**src/rtl/tdq_pkg.sv**
```systemverilog
// Package for the timer deadline queue: operation and result codes, field widths,
// sequencer states and the types shared by the queue's modules. No dependencies.
`default_nettype none
package tdq_pkg;
    localparam int IdW  = 32;
    localparam int DlW  = 48;
    localparam int PerW = 32;
    localparam int OrdW = 32;

    localparam logic [1:0] OP_TICK   = 2'd0;
    localparam logic [1:0] OP_ADD    = 2'd1;
    localparam logic [1:0] OP_CANCEL = 2'd2;
    localparam logic [1:0] OP_UNUSED = 2'd3;

    localparam logic [1:0] KIND_ADD    = 2'd0;
    localparam logic [1:0] KIND_FIRE   = 2'd1;
    localparam logic [1:0] KIND_CANCEL = 2'd2;

    localparam int MaxOut = 16;

    typedef enum logic [2:0] {
        ST_IDLE,
        ST_SCAN,
        ST_ACT,
        ST_EMIT
    } state_t;

    typedef struct packed {
        logic [1:0]     op;
        logic [IdW-1:0] delay_ms;
        logic [IdW-1:0] period_ms;
        logic [IdW-1:0] cancel_id;
    } in_item_t;

    typedef struct packed {
        logic [1:0]     kind;
        logic [IdW-1:0] timer_id;
        logic           status;
        logic           last;
    } out_item_t;
endpackage
`default_nettype wire

```
**src/rtl/tdq_if.sv**
```systemverilog
// Valid/ready channel interface carrying one beat of a payload type.
// Depends on nothing; the payload type is a parameter.
`default_nettype none
interface tdq_if #(parameter type T = logic) ();
    logic valid;
    logic ready;
    T     data;
    modport source (output valid, output data, input ready);
    modport sink (input valid, input data, output ready);
endinterface
`default_nettype wire

```
**src/rtl/timer_deadline_queue_top.sv**
```systemverilog
// Top level of the timer deadline queue: slot table, sequencer and output register.
// Depends on tdq_pkg, tdq_if and tdq_cmp.
`default_nettype none
// One item is taken at a time. An add or cancel scans the slots one per cycle, then
// acts on the slot found and loads its result beat; a tick repeats a scan, an act and
// an emit per fired timer and ends with one final scan. Each result beat waits for the
// sink to take the last one. The shared compare unit is visited once per slot in every scan.
module timer_deadline_queue_top
    import tdq_pkg::*;
#(
    parameter int SLOTS = 16
)
(
    input  wire logic clk,
    input  wire logic rst_n,
    tdq_if.sink       in_ch,
    tdq_if.source     out_ch
);
    localparam int SW = (SLOTS > 1) ? $clog2(SLOTS) : 1;
    localparam int CW = $clog2(SLOTS + 1);
    localparam int NW = $clog2(MaxOut + 1);

    logic [SLOTS-1:0] valid_reg;
    logic [IdW-1:0]   id_mem  [SLOTS];
    logic [DlW-1:0]   dl_mem  [SLOTS];
    logic [PerW-1:0]  per_mem [SLOTS];
    logic [OrdW-1:0]  ord_mem [SLOTS];

    state_t state_reg, state_next;
    in_item_t item_reg;
    logic [DlW-1:0]  clock_reg;
    logic [IdW-1:0]  next_id_reg;
    logic [OrdW-1:0] ins_reg;
    logic [CW-1:0]   idx_reg;
    logic            found_reg;
    logic [SW-1:0]   best_reg;
    logic [NW-1:0]   nout_reg;
    logic [IdW-1:0]  fire_id_reg;
    out_item_t       out_reg;
    logic            out_valid_reg;

    logic [SW-1:0] idx;
    logic          cand_ok;
    logic          earlier;
    logic          scan_done;
    logic          out_load;
    out_item_t     out_next;

    assign idx = idx_reg[SW-1:0];
    assign scan_done = (idx_reg == CW'(SLOTS - 1));

    tdq_cmp u_cmp (
        .cand_dl  (dl_mem[idx]),
        .cand_ord (ord_mem[idx]),
        .best_dl  (dl_mem[best_reg]),
        .best_ord (ord_mem[best_reg]),
        .earlier  (earlier)
    );

    always_comb
    begin
        case (item_reg.op)
            OP_ADD:    cand_ok = !valid_reg[idx] && !found_reg;
            OP_CANCEL: cand_ok = valid_reg[idx] && (id_mem[idx] == item_reg.cancel_id)
                                 && (!found_reg || earlier);
            default:   cand_ok = valid_reg[idx] && (dl_mem[idx] <= clock_reg)
                                 && (nout_reg != NW'(MaxOut))
                                 && (!found_reg || earlier);
        endcase
    end

    always_comb
    begin
        state_next = state_reg;
        case (state_reg)
            ST_IDLE:
            begin
                if (in_ch.valid && (in_ch.data.op == OP_TICK || in_ch.data.op == OP_ADD
                                    || in_ch.data.op == OP_CANCEL))
                begin
                    state_next = ST_SCAN;
                end
            end
            ST_SCAN:
            begin
                if (scan_done)
                begin
                    state_next = ST_ACT;
                end
            end
            ST_ACT:
            begin
                if (!out_valid_reg || out_ch.ready)
                begin
                    if (item_reg.op == OP_TICK && !found_reg)
                    begin
                        state_next = ST_IDLE;
                    end
                    else
                    begin
                        state_next = ST_EMIT;
                    end
                end
            end
            ST_EMIT:
            begin
                state_next = ST_IDLE;
                if (item_reg.op == OP_TICK)
                begin
                    state_next = ST_SCAN;
                end
            end
            default: state_next = ST_IDLE;
        endcase
    end

    // A fired beat is held until the following scan shows whether it is the last one.
    always_comb
    begin
        out_load = 1'b0;
        out_next = out_reg;
        if (state_reg == ST_ACT && (!out_valid_reg || out_ch.ready))
        begin
            case (item_reg.op)
                OP_ADD:
                begin
                    out_load = 1'b1;
                    if (found_reg)
                    begin
                        out_next = '{kind: KIND_ADD, timer_id: next_id_reg,
                                     status: 1'b0, last: 1'b1};
                    end
                    else
                    begin
                        out_next = '{kind: KIND_ADD, timer_id: '0, status: 1'b1, last: 1'b1};
                    end
                end
                OP_CANCEL:
                begin
                    out_load = 1'b1;
                    out_next = '{kind: KIND_CANCEL, timer_id: item_reg.cancel_id,
                                 status: !found_reg, last: 1'b1};
                end
                default:
                begin
                    out_load = (nout_reg != '0);
                    out_next = '{kind: KIND_FIRE, timer_id: fire_id_reg,
                                 status: 1'b0, last: !found_reg};
                end
            endcase
        end
    end

    always_comb
    begin
        in_ch.ready = (state_reg == ST_IDLE);
    end

    assign out_ch.valid = out_valid_reg;
    assign out_ch.data  = out_reg;

    always_ff @(posedge clk or negedge rst_n)
    begin
        if (!rst_n)
        begin
            state_reg     <= ST_IDLE;
            valid_reg     <= '0;
            clock_reg     <= '0;
            next_id_reg   <= IdW'(1);
            ins_reg       <= '0;
            idx_reg       <= '0;
            found_reg     <= 1'b0;
            best_reg      <= '0;
            nout_reg      <= '0;
            fire_id_reg   <= '0;
            out_reg       <= '0;
            out_valid_reg <= 1'b0;
        end
        else
        begin
            state_reg <= state_next;
            if (out_load)
            begin
                out_valid_reg <= 1'b1;
                out_reg       <= out_next;
            end
            else if (out_ch.ready)
            begin
                out_valid_reg <= 1'b0;
            end
            case (state_reg)
                ST_IDLE:
                begin
                    idx_reg   <= '0;
                    found_reg <= 1'b0;
                    nout_reg  <= '0;
                    if (in_ch.valid && in_ch.data.op == OP_TICK)
                    begin
                        clock_reg <= clock_reg + DlW'(1);
                    end
                end
                ST_SCAN:
                begin
                    if (cand_ok)
                    begin
                        found_reg <= 1'b1;
                        best_reg  <= idx;
                    end
                    idx_reg <= idx_reg + CW'(1);
                end
                ST_ACT:
                begin
                    if ((!out_valid_reg || out_ch.ready) && found_reg)
                    begin
                        case (item_reg.op)
                            OP_ADD:
                            begin
                                valid_reg[best_reg] <= 1'b1;
                                id_mem[best_reg]    <= next_id_reg;
                                dl_mem[best_reg]    <= clock_reg + DlW'((item_reg.delay_ms == '0)
                                                       ? IdW'(1) : item_reg.delay_ms);
                                per_mem[best_reg]   <= item_reg.period_ms;
                                ord_mem[best_reg]   <= ins_reg;
                                ins_reg             <= ins_reg + OrdW'(1);
                                next_id_reg <= (next_id_reg == '1) ? IdW'(1)
                                               : next_id_reg + IdW'(1);
                            end
                            OP_CANCEL:
                            begin
                                valid_reg[best_reg] <= 1'b0;
                            end
                            default:
                            begin
                                if (per_mem[best_reg] != '0)
                                begin
                                    dl_mem[best_reg]  <= clock_reg + DlW'(per_mem[best_reg]);
                                    ord_mem[best_reg] <= ins_reg;
                                    ins_reg           <= ins_reg + OrdW'(1);
                                end
                                else
                                begin
                                    valid_reg[best_reg] <= 1'b0;
                                end
                                nout_reg    <= nout_reg + NW'(1);
                                fire_id_reg <= id_mem[best_reg];
                            end
                        endcase
                    end
                end
                ST_EMIT:
                begin
                    idx_reg   <= '0;
                    found_reg <= 1'b0;
                end
                default: ;
            endcase
        end
    end

    always_ff @(posedge clk)
    begin
        if (state_reg == ST_IDLE && in_ch.valid)
        begin
            item_reg <= in_ch.data;
        end
    end

    property p_ready_idle;
        @(posedge clk) disable iff (!rst_n) in_ch.ready |-> state_reg == ST_IDLE;
    endproperty
    a_ready_idle: assert property (p_ready_idle) else $error("ready outside idle");

    property p_id_nonzero;
        @(posedge clk) disable iff (!rst_n) next_id_reg != '0;
    endproperty
    a_id_nonzero: assert property (p_id_nonzero) else $error("timer id counter is zero");

    property p_nout_bound;
        @(posedge clk) disable iff (!rst_n) nout_reg <= NW'(MaxOut);
    endproperty
    a_nout_bound: assert property (p_nout_bound) else $error("too many fired beats");
endmodule
`default_nettype wire

```
**src/rtl/tdq_cmp.sv**
```systemverilog
// Shared compare unit: decides whether a candidate slot precedes the best so far.
// Depends on tdq_pkg.
`default_nettype none
module tdq_cmp
    import tdq_pkg::*;
(
    input  wire logic [DlW-1:0]  cand_dl,
    input  wire logic [OrdW-1:0] cand_ord,
    input  wire logic [DlW-1:0]  best_dl,
    input  wire logic [OrdW-1:0] best_ord,
    output logic                 earlier
);
    logic [OrdW-1:0] diff;
    assign diff = cand_ord - best_ord;
    always_comb
    begin
        if (cand_dl != best_dl)
        begin
            earlier = cand_dl < best_dl;
        end
        else
        begin
            earlier = diff[OrdW-1];
        end
    end
endmodule
`default_nettype wire

```
**src/flat_wrapper.sv**
```systemverilog
// flat-port wrapper written by rule: the top's interface ports become plain ports
module timer_deadline_queue_top_flat import tdq_pkg::*;
#(
    parameter int SLOTS = 16
)
  (clk, rst_n, in_ch_valid, in_ch_data, in_ch_ready, out_ch_valid, out_ch_data, out_ch_ready);
  tdq_if #(.T(in_item_t)) in_ch_i ();
  tdq_if #(.T(out_item_t)) out_ch_i ();
  input  wire logic clk;
  input  wire logic rst_n;
  input wire logic [$bits(in_ch_i.valid)-1:0] in_ch_valid;
  input wire logic [$bits(in_ch_i.data)-1:0] in_ch_data;
  output wire logic [$bits(in_ch_i.ready)-1:0] in_ch_ready;
  output wire logic [$bits(out_ch_i.valid)-1:0] out_ch_valid;
  output wire logic [$bits(out_ch_i.data)-1:0] out_ch_data;
  input wire logic [$bits(out_ch_i.ready)-1:0] out_ch_ready;
  assign in_ch_i.valid = in_ch_valid;
  assign in_ch_i.data = in_ch_data;
  assign in_ch_ready = in_ch_i.ready;
  assign out_ch_valid = out_ch_i.valid;
  assign out_ch_data = out_ch_i.data;
  assign out_ch_i.ready = out_ch_ready;
  timer_deadline_queue_top #(.SLOTS(SLOTS)) u_core (.clk(clk), .rst_n(rst_n), .in_ch(in_ch_i), .out_ch(out_ch_i));
endmodule
```
**config.mk**
```make
export PLATFORM = sky130hd
export DESIGN_NAME = timer_deadline_queue_top_flat
export DESIGN_NICKNAME = d
export VERILOG_FILES = /design/src/rtl/tdq_pkg.sv /design/src/rtl/tdq_if.sv /design/src/rtl/timer_deadline_queue_top.sv /design/src/rtl/tdq_cmp.sv /design/src/flat_wrapper.sv
export SDC_FILE = /design/constraint.sdc
export NUM_CORES = 2
export LEC_CHECK = 0
export BUFFER_PORTS_ARGS = -buffer_cell sky130_fd_sc_hd__buf_2
export CAP_MARGIN = 20
export CORE_ASPECT_RATIO = 0.8
export CORE_MARGIN = 8
export CORE_UTILIZATION = 40
export CTS_CLUSTER_SIZE = 10
export DETAILED_ROUTE_END_ITERATION = 8
export GPL_ROUTABILITY_DRIVEN = 0
export SYNTH_ARGS = -nofsm -noshare
export SYNTH_HDL_FRONTEND = slang
export SYNTH_SLANG_ARGS = --single-unit
```
**constraint.sdc**
```tcl
create_clock -name clk -period 10.6 [get_ports clk]
set_input_delay 0.53 -clock clk [delete_from_list [all_inputs] [get_ports clk]]
set_output_delay 0.53 -clock clk [all_outputs]
set_load 0.02 [all_outputs]
```
==> flow_metrics.py <==
metrics = {
    "status": {
        "status": "completed",
    },
    "sta": {
        "finalMaxSlewViolations": 0,
        "timing.fmax_mhz": 117,
        "final-setup-viol-count": 0,
        "period_share_pct": 80.9,
        "rsz0062_at_grt": "no",
        "fin_hold_ws_ns": 0.239,
        "min_period_ns": 8.57,
        "hold_viol": 0,
        "slew-limit-headroom_pct": 21.1,
        "finClkSkew_ns": 0.0399,
        "worst_slew_pin_slew_ns": 1.18,
        "timing.setup.tns_ns": 0,
    },
    "worst_setup_path": {
        "worstPathArrival_ns": 9.09,
        "startpoint_type": "flop",
        "crit_slowest_cell": "xnor2_1",
        "slowest_delay_ns": 0.80,
        "path_cells": "buf_16 > buf_12 > mux4_2 > mux4_2 > nor4_1 > nand4_1 > o211ai_4 > buf_16 > mux2_2 > ha_1 > nand2_1 > nor2_1 > nand3_1 > o211ai_1 > a31oi_1 > o21ba_2 > a21oi_1 > nor2b_1 > nand2_1 > xnor2_1",
        "cp.buffers_inverters": 3,
        "critPathTopFamily": "compound AO/OA/AOI/OAI gates",
        "path_max_fanout": 44,
        "worst-setup-path-type": "reg -> reg",
        "cp.required_ns": 11.12,
        "worstSetupEndpointType": "flop",
    },
    "logic_synthesis": {
        "synth_xor_xnor_area_share_pct": 1.38,
        "yosys.area_share.adder_pct": 1.85,
        "synth_simple_gate_area_share_pct": 2.87,
        "synthMuxAreaShare_pct": 24.4,
        "synth_compound_area_share_pct": 2.36,
        "ys_top_cells_by_count": "edfxtp_1, mux4_2, nand2_1",
        "ys.flop_type": "edfxtp_1",
        "synth_most_common_cell": "edfxtp_1",
        "ys_top_cells_by_area": "edfxtp_1, mux4_2, dfrtp_1",
        "synth.distinct_cells": 71,
        "synth_area_per_cell_um2": 19.8,
        "synth_top_family_by_area": "multiplexers",
        "synth_cells": 5989,
        "netlist_area_um2": 119000,
        "ys_ff_latch": 2616,
        "ys_seq_area_share_pct": 65.3,
        "synthArstFlopShare_pct": 8.18,
        "synth_warnings": 0,
        "synth_top_area_cell": "edfxtp_1",
        "syn_nets": 6266,
        "synth_top_area_share_pct": 60.8,
        "synth_edf_count": 2402,
    },
    "cells_and_area": {
        "fin_util_pct": 45.6,
        "flow.area_growth_from_synthesis_pct": 13.3,
        "n_fill_cell": 24700,
        "largest_reg_flops": 768,
        "final-seq-area_um2": 77500,
        "drive_above_1_share_pct": 30.7,
        "final_nets": 6645,
        "multiInputGateArea_um2": 39300,
        "regMostFlops": "u_core.dl_mem",
    },
    "run": {
        "cap_viol_max_count": 0,
    },
    "global_routing": {
        "grt_pass1_vias": 66700,
        "grt_usage_pct": 20.8,
        "grt_max_degree": 116,
        "gr-total-overflow": 0,
        "grt_pass1_wl_mm": 480,
        "antenna_found_initial": 7,
    },
    "placement": {
        "dp_hpwl_mm": 184,
        "portBuffers": 139,
    },
    "power": {
        "switching_share_pct": 30.1,
        "power_density_nw_per_um2": 225,
        "clkPwrFrac_pct": 31.4,
        "ir_worst_vdd_mv": 0.173,
        "cellLeakagePower_nw": 42.7,
        "p_comb_share_pct": 28.5,
        "seqPwrFrac_pct": 40.1,
        "p_sw_mw": 9.11,
        "internal_power_mw": 21.1,
    },
    "clock_tree": {
        "clockBufferDepth": 4,
        "cts_sinks": 2616,
        "cts_buffers": 305,
        "clk-insertion-delay-late_ns": 0.87,
        "htreeDepth": 5,
        "cts_tree": "built",
        "cts_root_buf": "clkbuf_16",
        "ctsResizeCount": 0,
        "cts.clk_slew.worst_paths_ns": 0.05,
    },
    "routing": {
        "drc_errors": 0,
        "routedWlPerCell_um": 31.6,
        "drt_iter0_markers": 7633,
        "finalWirelength_mm": 332,
        "ant_nets": 0,
        "vias": 64300,
        "drtPass1Iterations": 5,
        "viasPerCell": 6.12,
    },
    "floorplan": {
        "die_w_um": 625,
        "rows": 178,
        "ios": 140,
        "die_area_um2": 314000,
        "initial_utilization_pct": 40.3,
        "core_um2": 294000,
        "die_y_um": 503,
    },
    "min_path": {
        "worst_hold_path_type": "in -> async",
    },
}
per-layer routing:
metal / up-vias / wire length, um / track usage (%)
met5: - / 12 / 0
met4: 2 / 7470 / 4.92
met3: 482 / 26700 / 3.53
met2: 2995 / 153000 / 32.4
met1: 34900 / 144000 / 30.7
li1: 26000 / - / -
logic make-up after synthesis:
logic type               count (synthesis)
multiplexers                          1364
AND/OR/NAND/NOR                        712
XOR/XNOR                               187
adder cells (fa/ha/maj)                175
flip-flops                            2616
buffers and inverters                  510
AO/OA/AOI/OAI                          425
power groups by stage:
| stage | combinational, mW | sequential [mW] | clock, mW |
|---|---|---|---|
| after global routing | 9.26 | 12.2 | 10.0 |
| after detailed placement | 8.59 | 12.4 | 0 |
| final | 8.63 | 12.1 | 9.48 |
| after global placement | 8.52 | 12.4 | 0 |
| after floorplan | 6.17 | 12.1 | 0 |
| after CTS | 8.65 | 12.2 | 9.65 |
layout by cell type, fill, tap and decap left out, types with 95 or more instances in the layout:
master | synthesis | routed
edfxtp_1 | 2402 | 2402
mux4_2 | 1219 | 1219
clkbuf_16 | 0 | 314
nand2_1 | 266 | 266
dfrtp_1 | 213 | 205
ha_1 | 174 | 172
buf_4 | 12 | 169
inv_1 | 154 | 154
clkbuf_1 | 201 | 147
buf_2 | 49 | 138
xnor2_1 | 143 | 136
o21ai_0 | 116 | 116
dlygate4sd3_1 | 0 | 99
nor2_1 | 123 | 95
worst register-to-register path, stage by stage (launching register included):
cell and delay [ns]:
dfrtp_4 0.58, buf_16 0.33, buf_12 0.42, mux4_2 0.60, mux4_2 0.58, nor4_1 0.32, nand4_1 0.35, o211ai_4 0.67
buf_16 0.24, mux2_2 0.36, ha_1 0.40, nand2_1 0.10, nor2_1 0.16, nand3_1 0.16, o211ai_1 0.30, a31oi_1 0.26
o21ba_2 0.29, a21oi_1 0.51, nor2b_1 0.68, nand2_1 0.15, xnor2_1 0.80
per-stage QoR:
step                      setup slack [ns]  instance area, um^2  std cells  total power [mW]
after floorplan                    0.00643               119000       5989              18.3
after global placement                1.51               125000       9901              20.9
after detailed placement              1.18               125000       9903              21.0
after CTS                             1.24               134000      10500              30.5
after global routing                  1.45               134000      10500              31.5
final                                 2.03               134000      10500              30.2
what timing repair did:
item	4_1_cts	5_1_grt
setup buffers	0	0
hold buffers	99	0
hold endpoints to repair	117	0
cell type report:
type                    instances  share of cell area (%)
diodes                          4                 0.00745
clock buffers                 463                    6.28
clock inverters                17                   0.144
inverters                     157                   0.444
multi-input cells            2863                    29.3
flip-flops and latches       2616                    57.7
well taps                    3960                    3.69
repair buffers                425                    2.48
final timing paths:
check | start | end | slack, ns | cells past startpoint
setup / recovery | u_core.best_reg[0] | u_core.dl_mem[1][38] | 2.03 | 20
hold / removal | rst_n | u_core.ins_reg[19] | 0.24 | 2
setup reg to reg | u_core.best_reg[0] | u_core.dl_mem[1][38] | 2.03 | 20
hold reg to reg | u_core.fire_id_reg[27] | u_core.fire_id_reg[27] | 0.47 | 2
max in group asynchronous | rst_n | u_core.out_ch.data[32] | 9.14 | 3
min in group clk | in_ch_valid | u_core.state_reg[1] | 0.27 | 5
Power figures use the tool's default switching activity.
